`src/design/otadf_pkg.sv`:
```
// Shared types and constants for the upgrade image stream deframer.
// No dependencies; used by every module of the block.
package otadf_pkg;

   // Header geometry
   localparam int MAND_HDR_BYTES = 56;
   localparam int ELEM_HDR_BYTES = 6;

   // Byte offsets inside the mandatory header (little endian fields)
   localparam logic [31:0] OFS_HDR_LEN_LO = 32'd6;
   localparam logic [31:0] OFS_HDR_LEN_HI = 32'd7;
   localparam logic [31:0] OFS_FC_LO      = 32'd8;
   localparam logic [31:0] OFS_FC_HI      = 32'd9;

   // Byte offsets inside an element header
   localparam logic [31:0] OFS_TAG_LO = 32'd0;
   localparam logic [31:0] OFS_TAG_HI = 32'd1;
   localparam logic [31:0] OFS_LEN_B0 = 32'd2;
   localparam logic [31:0] OFS_LEN_B1 = 32'd3;
   localparam logic [31:0] OFS_LEN_B2 = 32'd4;
   localparam logic [31:0] OFS_LEN_B3 = 32'd5;

   // Field-control bits
   localparam int FC_CRED = 0;
   localparam int FC_DEST = 1;
   localparam int FC_HW   = 2;
   localparam logic [3:0] DEST_BYTES = 4'd8;

   // Parser phase, also the reported section code
   typedef enum logic [1:0] {
      PH_MAND = 2'd0,
      PH_OPT  = 2'd1,
      PH_EHDR = 2'd2,
      PH_PAY  = 2'd3
   } phase_type;

   // Result tdata layout, lowest field last; 99 bits used, padded to 104
   typedef struct packed {
      logic [4:0]  pad;
      logic        overrun;
      logic        image_complete;
      logic [15:0] max_hw_version;
      logic [15:0] min_hw_version;
      logic [7:0]  credential_version;
      logic [15:0] field_control;
      logic [15:0] header_length;
      logic        header_done;
      logic [15:0] element_tag;
      logic [7:0]  payload_byte;
   } rsp_data_type;

   localparam int RSP_DATA_W = $bits(rsp_data_type);

   // One result transaction between parser and output stage
   typedef struct packed {
      phase_type    section;
      logic         element_last;
      rsp_data_type data;
   } result_type;

endpackage

```
`src/design/otadf_parse.sv`:
```
// Per-byte parser state and result logic for the deframer.
// Depends on otadf_pkg.
module otadf_parse (
   input  logic                 clock,
   input  logic                 reset,
   input  logic                 accept,
   input  logic [7:0]           data_byte,
   input  logic                 start_image,
   input  logic [31:0]          image_size,
   output otadf_pkg::result_type result
);

   // State registers
   otadf_pkg::phase_type phase_ff, phase_in;
   logic [31:0] bytes_ff, bytes_in;
   logic [31:0] offset_ff, offset_in;
   logic [15:0] hdr_len_ff, hdr_len_in;
   logic [15:0] fc_ff, fc_in;
   logic [7:0]  cred_ff, cred_in;
   logic [15:0] hw_min_ff, hw_min_in;
   logic [15:0] hw_max_ff, hw_max_in;
   logic [15:0] tag_ff, tag_in;
   logic [31:0] elem_len_ff, elem_len_in;
   logic        done_ff, done_in;

   // State as seen by this byte, after an image restart
   otadf_pkg::phase_type phase_cur;
   logic [31:0] bytes_cur, offset_cur, elem_len_cur;
   logic [15:0] hdr_len_cur, fc_cur, hw_min_cur, hw_max_cur, tag_cur;
   logic [7:0]  cred_cur;
   logic        done_cur;

   logic [32:0] offset_inc;
   logic        mand_end, opt_end, ehdr_end, pay_end;
   logic [15:0] opt_len;
   logic [3:0]  opt_at;
   logic        last;

   assign phase_cur    = start_image ? otadf_pkg::PH_MAND : phase_ff;
   assign bytes_cur    = start_image ? '0 : bytes_ff;
   assign offset_cur   = start_image ? '0 : offset_ff;
   assign hdr_len_cur  = start_image ? '0 : hdr_len_ff;
   assign fc_cur       = start_image ? '0 : fc_ff;
   assign cred_cur     = start_image ? '0 : cred_ff;
   assign hw_min_cur   = start_image ? '0 : hw_min_ff;
   assign hw_max_cur   = start_image ? '0 : hw_max_ff;
   assign tag_cur      = start_image ? '0 : tag_ff;
   assign elem_len_cur = start_image ? '0 : elem_len_ff;
   assign done_cur     = start_image ? 1'b0 : done_ff;

   // Saturating byte count
   assign bytes_in = (bytes_cur == '1) ? bytes_cur : bytes_cur + 32'd1;

   // Section boundary tests
   assign offset_inc = {1'b0, offset_cur} + 33'd1;
   assign opt_len    = hdr_len_cur - 16'(otadf_pkg::MAND_HDR_BYTES);
   assign mand_end   = offset_inc >= 33'(otadf_pkg::MAND_HDR_BYTES);
   assign opt_end    = offset_inc >= {17'b0, opt_len};
   assign ehdr_end   = offset_inc >= 33'(otadf_pkg::ELEM_HDR_BYTES);
   assign pay_end    = offset_inc >= {1'b0, elem_len_cur};

   // Start of the hardware version pair inside the optional header
   assign opt_at = {3'b0, fc_cur[otadf_pkg::FC_CRED]}
                 + (fc_cur[otadf_pkg::FC_DEST] ? otadf_pkg::DEST_BYTES : 4'd0);

   // Next phase
   always_comb begin
      phase_in = phase_cur;
      case (phase_cur)
         otadf_pkg::PH_MAND: begin
            if (mand_end) begin
               phase_in = (hdr_len_in > 16'(otadf_pkg::MAND_HDR_BYTES)) ?
                          otadf_pkg::PH_OPT : otadf_pkg::PH_EHDR;
            end
         end
         otadf_pkg::PH_OPT: begin
            if (opt_end) phase_in = otadf_pkg::PH_EHDR;
         end
         otadf_pkg::PH_EHDR: begin
            if (ehdr_end && (elem_len_in != '0)) phase_in = otadf_pkg::PH_PAY;
         end
         otadf_pkg::PH_PAY: begin
            if (pay_end) phase_in = otadf_pkg::PH_EHDR;
         end
         default: phase_in = otadf_pkg::PH_MAND;
      endcase
   end

   // Field capture, offset and end-of-element flag
   always_comb begin
      offset_in   = offset_inc[31:0];
      hdr_len_in  = hdr_len_cur;
      fc_in       = fc_cur;
      cred_in     = cred_cur;
      hw_min_in   = hw_min_cur;
      hw_max_in   = hw_max_cur;
      tag_in      = tag_cur;
      elem_len_in = elem_len_cur;
      done_in     = done_cur;
      last        = 1'b0;
      case (phase_cur)
         otadf_pkg::PH_MAND: begin
            case (offset_cur)
               otadf_pkg::OFS_HDR_LEN_LO: hdr_len_in[7:0]  = data_byte;
               otadf_pkg::OFS_HDR_LEN_HI: hdr_len_in[15:8] = data_byte;
               otadf_pkg::OFS_FC_LO:      fc_in[7:0]       = data_byte;
               otadf_pkg::OFS_FC_HI:      fc_in[15:8]      = data_byte;
               default: ;
            endcase
            if (mand_end) begin
               offset_in = '0;
               if (hdr_len_in <= 16'(otadf_pkg::MAND_HDR_BYTES)) done_in = 1'b1;
            end
         end
         otadf_pkg::PH_OPT: begin
            if (fc_cur[otadf_pkg::FC_CRED] && (offset_cur == '0)) cred_in = data_byte;
            if (fc_cur[otadf_pkg::FC_HW]) begin
               if (offset_cur == 32'(opt_at))              hw_min_in[7:0]  = data_byte;
               else if (offset_cur == 32'(opt_at) + 32'd1) hw_min_in[15:8] = data_byte;
               else if (offset_cur == 32'(opt_at) + 32'd2) hw_max_in[7:0]  = data_byte;
               else if (offset_cur == 32'(opt_at) + 32'd3) hw_max_in[15:8] = data_byte;
            end
            if (opt_end) begin
               offset_in = '0;
               done_in   = 1'b1;
            end
         end
         otadf_pkg::PH_EHDR: begin
            case (offset_cur)
               otadf_pkg::OFS_TAG_LO: tag_in = {8'b0, data_byte};
               otadf_pkg::OFS_TAG_HI: tag_in = tag_cur | {data_byte, 8'b0};
               otadf_pkg::OFS_LEN_B0: elem_len_in = {24'b0, data_byte};
               otadf_pkg::OFS_LEN_B1: elem_len_in = elem_len_cur | {16'b0, data_byte, 8'b0};
               otadf_pkg::OFS_LEN_B2: elem_len_in = elem_len_cur | {8'b0, data_byte, 16'b0};
               otadf_pkg::OFS_LEN_B3: elem_len_in = elem_len_cur | {data_byte, 24'b0};
               default: ;
            endcase
            if (ehdr_end) begin
               offset_in = '0;
               // zero-length element ends on its own header
               if (elem_len_in == '0) last = 1'b1;
            end
         end
         otadf_pkg::PH_PAY: begin
            if (pay_end) begin
               offset_in = '0;
               last      = 1'b1;
            end
         end
         default: ;
      endcase
   end

   // Result for this byte
   always_comb begin
      result                         = '0;
      result.section                 = phase_cur;
      result.element_last            = last;
      result.data.payload_byte       = data_byte;
      result.data.element_tag        = tag_in;
      result.data.header_done        = done_in;
      result.data.header_length      = hdr_len_in;
      result.data.field_control      = fc_in;
      result.data.credential_version = cred_in;
      result.data.min_hw_version     = hw_min_in;
      result.data.max_hw_version     = hw_max_in;
      result.data.image_complete     = (image_size != '0) && (bytes_in == image_size);
      result.data.overrun            = (image_size != '0) && (bytes_in > image_size);
   end

   // State update on each accepted byte
   always_ff @(posedge clock) begin
      if (reset) begin
         phase_ff    <= otadf_pkg::PH_MAND;
         bytes_ff    <= '0;
         offset_ff   <= '0;
         hdr_len_ff  <= '0;
         fc_ff       <= '0;
         cred_ff     <= '0;
         hw_min_ff   <= '0;
         hw_max_ff   <= '0;
         tag_ff      <= '0;
         elem_len_ff <= '0;
         done_ff     <= 1'b0;
      end else if (accept) begin
         phase_ff    <= phase_in;
         bytes_ff    <= bytes_in;
         offset_ff   <= offset_in;
         hdr_len_ff  <= hdr_len_in;
         fc_ff       <= fc_in;
         cred_ff     <= cred_in;
         hw_min_ff   <= hw_min_in;
         hw_max_ff   <= hw_max_in;
         tag_ff      <= tag_in;
         elem_len_ff <= elem_len_in;
         done_ff     <= done_in;
      end
   end

endmodule

```
`src/design/otadf_outreg.sv`:
```
// Result register of the deframer: holds one result transaction for the sink.
// Depends on otadf_pkg.
module otadf_outreg (
   input  logic                              clock,
   input  logic                              reset,
   input  logic                              load,
   input  otadf_pkg::result_type             result,
   output logic                              free,
   output logic                              rsp_tvalid,
   input  logic                              rsp_tready,
   output logic [otadf_pkg::RSP_DATA_W-1:0] rsp_tdata,
   output logic [1:0]                        rsp_tuser,
   output logic                              rsp_tlast
);

   logic                  valid_ff;
   otadf_pkg::result_type data_ff;

   // Register is free when empty or being drained this cycle
   assign free = !valid_ff || rsp_tready;

   always_ff @(posedge clock) begin
      if (reset) begin
         valid_ff <= 1'b0;
      end else if (load) begin
         valid_ff <= 1'b1;
      end else if (rsp_tready) begin
         valid_ff <= 1'b0;
      end
   end

   // Payload needs no reset
   always_ff @(posedge clock) begin
      if (load) data_ff <= result;
   end

   assign rsp_tvalid = valid_ff;
   assign rsp_tdata  = data_ff.data;
   assign rsp_tuser  = data_ff.section;
   assign rsp_tlast  = data_ff.element_last;

endmodule

```
`src/design/ota_image_stream_deframer_top.sv`:
```
// Top level of the upgrade image stream deframer.
// Depends on otadf_pkg, otadf_parse and otadf_outreg.
//
// Takes one image byte per cycle while the sink keeps reading, and returns
// one result per byte from the output register, loaded on acceptance; a
// byte is accepted whenever that register is empty or being read. The
// parser state updates in the accepting cycle, so the rate is set by the
// combinational field capture and the 32-bit byte-count compare.
// A byte with the restart flag set becomes byte zero of a new image. The
// image size register may only be written while no result is outstanding.
module ota_image_stream_deframer_top (
   input  logic                              clock,
   input  logic                              reset,
   // image bytes
   input  logic                              req_tvalid,
   output logic                              req_tready,
   input  logic [7:0]                        req_tdata,  // [7:0] data_byte
   input  logic [0:0]                        req_tuser,  // [0] start_image
   // per-byte results
   output logic                              rsp_tvalid,
   input  logic                              rsp_tready,
   // [7:0] payload_byte, [23:8] element_tag, [24] header_done,
   // [40:25] header_length, [56:41] field_control, [64:57] credential_version,
   // [80:65] min_hw_version, [96:81] max_hw_version, [97] image_complete,
   // [98] overrun, [103:99] zero
   output logic [otadf_pkg::RSP_DATA_W-1:0] rsp_tdata,
   output logic [1:0]                        rsp_tuser,  // [1:0] section
   output logic                              rsp_tlast,  // element_last
   // image size register write
   input  logic                              csr_valid,
   output logic                              csr_ready,
   input  logic [31:0]                       csr_data    // image_size
);

   logic                  accept;
   logic                  free;
   logic [31:0]           image_size_ff;
   otadf_pkg::result_type result;

   assign req_tready = free;
   assign accept     = req_tvalid && free;
   assign csr_ready  = 1'b1;

   // Image size register
   always_ff @(posedge clock) begin
      if (reset) begin
         image_size_ff <= '0;
      end else if (csr_valid) begin
         image_size_ff <= csr_data;
      end
   end

   otadf_parse u_parse (
      .clock       (clock),
      .reset       (reset),
      .accept      (accept),
      .data_byte   (req_tdata),
      .start_image (req_tuser[0]),
      .image_size  (image_size_ff),
      .result      (result)
   );

   otadf_outreg u_outreg (
      .clock      (clock),
      .reset      (reset),
      .load       (accept),
      .result     (result),
      .free       (free),
      .rsp_tvalid (rsp_tvalid),
      .rsp_tready (rsp_tready),
      .rsp_tdata  (rsp_tdata),
      .rsp_tuser  (rsp_tuser),
      .rsp_tlast  (rsp_tlast)
   );

endmodule

```
`config.mk`:
```
export PLATFORM = sky130hd
export DESIGN_NAME = ota_image_stream_deframer_top
export DESIGN_NICKNAME = d
export VERILOG_FILES = /design/src/design/otadf_pkg.sv /design/src/design/otadf_parse.sv /design/src/design/otadf_outreg.sv /design/src/design/ota_image_stream_deframer_top.sv
export SDC_FILE = /design/constraint.sdc
export NUM_CORES = 1
export LEC_CHECK = 0
export ABC_AREA = 1
export ABC_CLOCK_PERIOD_IN_PS = 5200
export BUFFER_PORTS_ARGS = -buffer_cell sky130_fd_sc_hd__buf_2
export CORE_MARGIN = 1.5
export CORE_UTILIZATION = 40
export DETAILED_ROUTE_END_ITERATION = 7
export GPL_TIMING_DRIVEN = 0
export SLEW_MARGIN = 20
export SYNTH_ARGS = -nofsm -noshare
export SYNTH_HDL_FRONTEND = slang
export SYNTH_HIERARCHICAL = 1
export SYNTH_SLANG_ARGS = --single-unit
```
`constraint.sdc`:
```
create_clock -name clock -period 5.2 [get_ports clock]
set_input_delay 0.78 -clock clock [delete_from_list [all_inputs] [get_ports clock]]
set_output_delay 0.78 -clock clock [all_outputs]
set_load 0.02 [all_outputs]
```
==> results of run 1 <==
[path summary, 6_finish.rpt]
path                                           end  slack (ps)  depth (start not counted)
hold reg to reg     image_size_ff[27]$_SDFFE_PP0P_         480                          2
setup / recovery      u_outreg/rsp_tlast$_DFFE_PP_         210                         31
setup reg to reg      u_outreg/rsp_tlast$_DFFE_PP_         510                         28
hold / removal    u_outreg/rsp_tvalid$_SDFFE_PP0P_         460                          2
[cell usage after synthesis, types with 5 or more instances]
cell type  number
a211oi_1        7
a21boi_0        5
a21oi_1       134
buf_1           5
buf_2          23
buf_4          19
buf_6          18
clkbuf_1       84
dfxtp_1       220
edfxtp_1      107
ha_1           84
inv_1         441
inv_2          11
nand2_1       669
nand2_2        23
nand3_1       214
nand3b_1        8
nand4_1        56
nor2_1        479
nor2_2         23
nor2_4         16
nor3_1         19
nor4_1         11
o211ai_1       13
o21ai_0       249
o21ai_1        21
xnor2_1         8
xor2_1         35
[kinds of logic after synthesis]
group,after synthesis
buf+inv,606
other cells,2
simple gates,1542
flops,327
compound gates,445
xor+xnor,45
fa+ha+maj,84
[state kept, by name, indices dropped and copies added, names as in the netlist, 32 cells and up]
register,flops
u_outreg/rsp_tdata,104
image_size_ff,32
u_parse/bytes_ff,32
u_parse/elem_len_ff,32
u_parse/offset_ff,32
[what timing repair did]
action,4_1_cts,5_1_grt
endpoints found under the setup margin,12,34
hold buffers,0,0
gates resized for setup,9,13
setup buffers,0,3
pin swaps,0,1
[cell type report]
cell class / count / share of cell area
Inverter: 455 / 0.07173
Buffer: 151 / 0.03526
Multi-Input combinational cell: 2122 / 0.4427
Sequential cell: 327 / 0.3185
Clock buffer: 55 / 0.04714
Clock inverter: 19 / 0.01496
Timing Repair Buffer: 157 / 0.03411
Tap cell: 680 / 0.03558
[power by group through the flow]
stage / Clock [mW] / Combinational (mW) / Sequential, mW
floorplan: 0 / 0.784 / 3.03
global route: 3.28 / 1.46 / 2.93
CTS: 3.17 / 1.30 / 2.91
finish: 3.12 / 1.32 / 2.91
detailed placement: 0 / 1.29 / 2.96
global placement: 0 / 1.26 / 2.96
[critical path, delay by kind of cell]
family / cells / cell delay, ps
AND/OR/NAND/NOR: 19 / 2160
buffers and inverters: 8 / 1300
adder cells (fa/ha/maj): 2 / 590
AO/OA/AOI/OAI: 1 / 320
XOR/XNOR: 1 / 240
[metrics by stage]
step / utilization / setup TNS (ps) / setup slack, ps / area (µm²)
2_1_floorplan: - / 0 / 670.9 / 20660
3_3_place_gp: 0.4351 / -154630 / -1562 / 22270
3_5_place_dp: 0.4357 / -22310 / -1482 / 22310
4_1_cts: 0.4655 / 0 / 11.12 / 23830
5_1_grt: 0.4671 / -55.17 / -29.91 / 23910
6_report: 0.4671 / 0 / 206.5 / 23910
[layer usage]
metal	vias to the layer above	routed length, µm	share of wire
met5	-	54	0.00072
met4	2	2218	0.030
met3	135	5719	0.077
met2	829	33160	0.44
met1	9781	33530	0.45
li1	10142	-	-
[cells in the final DEF, fill, tap and decap left out, drive strengths merged, types with 6 or more instances in the layout]
master and instances:
bufinv 8, o211ai 13, o21ai 273, nor2 519, nor3 23, nand3b 8
a211oi 7, conb 6, xnor2 8, nor4 11, ha 84, edfxtp 107
nand4 58, nand3 219, clkinv 8, inv 455, buf 223, dfxtp 220
a21oi 135, nand2 694, xor2 37, clkbuf 140
==> results.toml, run 1 <==
[cells_and_area]
fill_cells = 5250
regArea_um2 = 7617
fin_cells = 3966
area.growth.synth_to_final_pct = 15.85
final_nets = 3384
multi_input_area_um2 = 10590
num_antenna_cells = 0
drive_gt1_frac = 0.1205

[global_route]
use_met2 = 0.4432
gr-usage-met3 = 0.04005
track_usage = 0.2768
grt_pass1_vias = 19475
grt_pass1_wl_mm = 112.7
antenna_found_initial = 3
grt.overflow.total = 0
grt_busiest_layer = "met2"
grt_max_degree = 84
use_met1 = 0.3833

[run]
maxCapViolations = 0

[route]
avgViaCountPerCell = 5.267
postRouteAntennaNets = 0
routed_wl_mm = 74.69
firstDrtPassIters = 5
dr.first_iter.drc_count = 2234
drc = 0
wl_per_cell_um = 18.83
num_vias = 20889

[worst_setup_path]
critPathRequiredTime_ps = 5650
critPathMaxStageDelay_ps = 340
worstSetupEndpointType = "register"
critical_path_class = "in2reg"
r2r_start = "u_parse/offset_ff[0]$_SDFFE_PP0P_"
crit_fanout = 10
crit_slowest_cell = "ha_1"
startpoint = "req_tuser"
crit_top_cell = "nand2_1"
critPathLaunchType = "input pin"
arrival_ps = 5450

[power]
p_sw_frac = 0.2986
ir_worst_vdd_mv = 0.2052
pwr-share-clk = 0.424
power_mw = 7.355
power_frac_comb = 0.180
cellLeakagePower_nw = 11.69
power.density_nw_per_um2 = 307.5
p_sw_mw = 2.196
internal-power_mw = 5.159
power_frac_seq = 0.396

[timing]
fmax_ghz = 0.2003
hold_violations = 0
rsz0062_at_grt = "yes"
post-route-min-period_ps = 4994
slew_headroom = 0.2980
tightest_slew_ps = 1053
fin_crit_sh = 0.9603
finClkSkew_ps = 24.99
slew_violations = 0
hold_ws_ps = 464.3
setup_viol = 0

[placement]
port_buffers = 153
place_congestion = 1.006
dp.cells = 3889
hpwl_mm = 57.35

[synth]
syn-cell-area_um2 = 20640
synth_top_family_by_area = "simple AND/OR/NAND/NOR gates"
synth-xor-area-share = 0.01982
syn_inst = 3051
synth_top_cell_area_share = 0.2134
synthAdderAreaFrac = 0.05092
ys_async_sr_fraction = 0
ys_ff_latch = 327
ys.flop_type = "dfxtp_1"
synth_warnings = 6
synth_top_cell_by_area = "dfxtp_1"
synth_area_leaders = "dfxtp_1 21%, edfxtp_1 16%, nand2_1 12%, nor2_1 8.7%, inv_1 8.0%"
synth_compound_area_frac = 0.1135
muxShareOfSynthArea = 0
synthSimpleGateAreaFrac = 0.3236
synth.distinct_cells = 59
synth-edff-count = 107
seq_area_frac_synth = 0.3690
syn_avg_cell_area_um2 = 6.766

[clocking]
path_clk_slew_ps = 60
clk_latency_ps = 580
cts.path.max_buffers = 3
cts_tree = "done"
cts_root_buf = "clkbuf_16"
cts_sinks = 327
h-tree-depth = 2
numCtsBuffers = 40

[floorplanning]
core_area_um2 = 51200
die_area_um2 = 52980
die-height_um = 230.2
rows = 83
die_w_um = 230.2
pin_count = 156
start_util = 0.4032

[worst_hold_path]
hold_path_class = "in2reg"
hold_start = "reset"

[run_status]
status = "complete, no violations"
No activity file was read; power rests on OpenSTA's default activity.
==> run 2, diff against run 1 <==
CORE_UTILIZATION = 30   (was 40)
SYNTH_HIERARCHICAL = default   (was 1)
==> results.toml, run 2 <==
[clocking]
cts_tree = "done"
cts.path.max_buffers = 3
h-tree-depth = 2
cts_root_buf = "clkbuf_16"
cts_sinks = 322
numCtsBuffers = 39
path_clk_slew_ps = 60
hold_buffers = 0
clk_latency_ps = 570

[global_route]
use_met2 = 0.3288
grt_pass1_wl_mm = 107.0
gr-usage-met3 = 0.02894
antenna_found_initial = 1
grt_max_degree = 54
grt_pass1_vias = 17923
use_met1 = 0.2826
track_usage = 0.2052
grt.overflow.total = 0
grt_busiest_layer = "met2"

[placement]
port_buffers = 148
post-place-ws_ps = -2381
place_congestion = 1.006
hpwl_mm = 54.80
dp.cells = 3958

[worst_setup_path]
critPathRequiredTime_ps = 5570
worstSetupEndpointType = "register"
crit_family = "simple AND/OR/NAND/NOR gates"
critPathLaunchType = "input pin"
critPathMaxStageDelay_ps = 310
crit_slowest_cell = "ha_1"
critical_path_class = "in2reg"
crit_fanout = 19
cp.buffers_inverters = 8
arrival_ps = 5370

[timing]
setup_viol = 0
slew_violations = 0
fin_crit_sh = 0.9618
finClkSkew_ps = 34.22
slew_headroom = 0.3125
rsz0062_at_grt = "yes"
tightest_slew_ps = 1031
post-route-min-period_ps = 5001
finalWorstSetupSlack_ps = 198.7
hold_violations = 0
hold_ws_ps = 482.3
fmax_ghz = 0.2000

[floorplanning]
die_w_um = 260.8
die-height_um = 260.8
die_area_um2 = 68010
start_util = 0.3032
pin_count = 156
rows = 94
core_area_um2 = 65750

[synth]
seq_area_frac_synth = 0.3745
synth_warnings = 0
synth_common_cells = "533 x nand2_1, 458 x inv_1, 409 x nor2_1"
synth_top_cell_area_share = 0.2209
syn_avg_cell_area_um2 = 6.781
synth_area_leaders = "dfxtp_1 22%, edfxtp_1 15%, nand2_1 10%, inv_1 8.6%, o21ai_0 8.4%"
ys_async_sr_fraction = 0
yosysMostFrequentCell = "nand2_1"
ys_ff_latch = 322
synth_top_cell_by_area = "dfxtp_1"
synth-edff-count = 102
syn-cell-area_um2 = 19940
ys.flop_type = "dfxtp_1"
syn_inst = 2940
synth.distinct_cells = 49

[route]
wl_per_cell_um = 17.77
num_vias = 20040
firstDrtPassIters = 6
drc = 0
routed_wl_mm = 71.69
dr.first_iter.drc_count = 1887
avgViaCountPerCell = 4.968
postRouteAntennaNets = 0

[cells_and_area]
area.growth.synth_to_final_pct = 16.78
layout_commonest_cell = "nand2_1"
num_antenna_cells = 0
fill_cells = 7078
final_cell_mix = "533 x nand2_1, 456 x inv_1, 406 x nor2_1"
final_nets = 3269
fin_cells = 4034
drive_gt1_frac = 0.09621
largest_reg_flops = 99

[run]
maxCapViolations = 0

[run_status]
status = "complete, no violations"

[power]
power.density_nw_per_um2 = 301.7
cellLeakagePower_nw = 10.98
power_mw = 7.024
ir_worst_vdd_mv = 0.2054

[worst_hold_path]
hold_path_class = "in2reg"
==> run 2: repair_timing <==
item / 4_1_cts / 5_1_grt
gates resized for setup: 8 / 20
cloned: 0 / 0
setup buffers: 1 / 4
pin swaps: 1 / 2
endpoints found under the hold margin: 0 / 0
endpoints found under the setup margin: 23 / 37
==> run 2: kinds of logic after synthesis <==
| logic type | Yosys count | share of synthesized area |
|---|---|---|
| DFF | 322 | 0.3745 |
| and+or+nand+nor | 1293 | 0.2770 |
| xor gates and xnor gates | 47 | 0.02065 |
| adders and majority gates | 84 | 0.05272 |
| buffers and inverters | 608 | 0.1207 |
| other | 2 | 0.0003767 |
| AOI/OAI and AO/OA | 584 | 0.1540 |
==> run 2: path summary, 6_finish.rpt <==
check	from	to	slack [ps]	depth (start not counted)
max	req_tuser	u_outreg.rsp_tdata[98]$_DFFE_PP_	200	28
min	csr_data[0]	image_size_ff[0]$_SDFFE_PP0P_	480	3
max reg2reg	u_parse.offset_ff[0]$_SDFFE_PP0P_	u_parse.offset_ff[13]$_SDFFE_PP0P_	820	24
min reg2reg	image_size_ff[27]$_SDFFE_PP0P_	image_size_ff[27]$_SDFFE_PP0P_	480	2
==> run 2: metal layers <==
metal	vias up	wire length [µm]
met5	-	0
met2	810	32160
li1	9948	-
met1	9174	32350
met3	108	5141
met4	0	2046
==> run 2: through the flow <==
step | cell area, µm² | TNS (ps) | utilization
4_1_cts | 23160 | 0 | 0.3523
3_5_place_dp | 21830 | -34320 | 0.3321
5_1_grt | 23280 | -22.72 | 0.3541
2_1_floorplan | 19950 | 0 | -
3_3_place_gp | 21770 | -299660 | 0.3312
6_report | 23280 | 0 | 0.3541
==> run 2: area by class of cell <==
cell class	count	area (µm²)	area share
multi-input combinational	2014	10160	0.4363
tap	864	1081	0.04643
timing repair buffer	155	837.1	0.03595
clock buffer	57	1136	0.04880
sequential	322	7467	0.3207
inverter	468	1763	0.07572
buffer	139	666.9	0.02864
clock inverter	15	173.9	0.007470
==> run 2: where the power goes <==
group	total (mW)	internal, mW	leakage, nW	switching [mW]
registers	2.87	2.78	2.84	0.0848
clock network	2.80	1.67	0.643	1.12
logic	1.36	0.399	7.49	0.960
total	7.02	4.86	11.0	2.17
==> run 2: worst register-to-register path, cell delays in order (launching register included) <==
cell	delay, ps
dfxtp_1	410
nand2_1	230
clkinvlp_4	160
ha_1	220
nand3_1	180
nor2_4	220
nand2_1	130
nor2_1	260
nand3_1	110
nand2_1	120
inv_1	130
ha_1	330
nand2_1	60
nor2_1	160
inv_1	100
nor4_1	290
nand4_1	150
nor2_1	200
nor2_4	90
a21boi_4	200
buf_6	190
nand3_1	60
nand3_1	130
nand2_1	110
inv_1	40
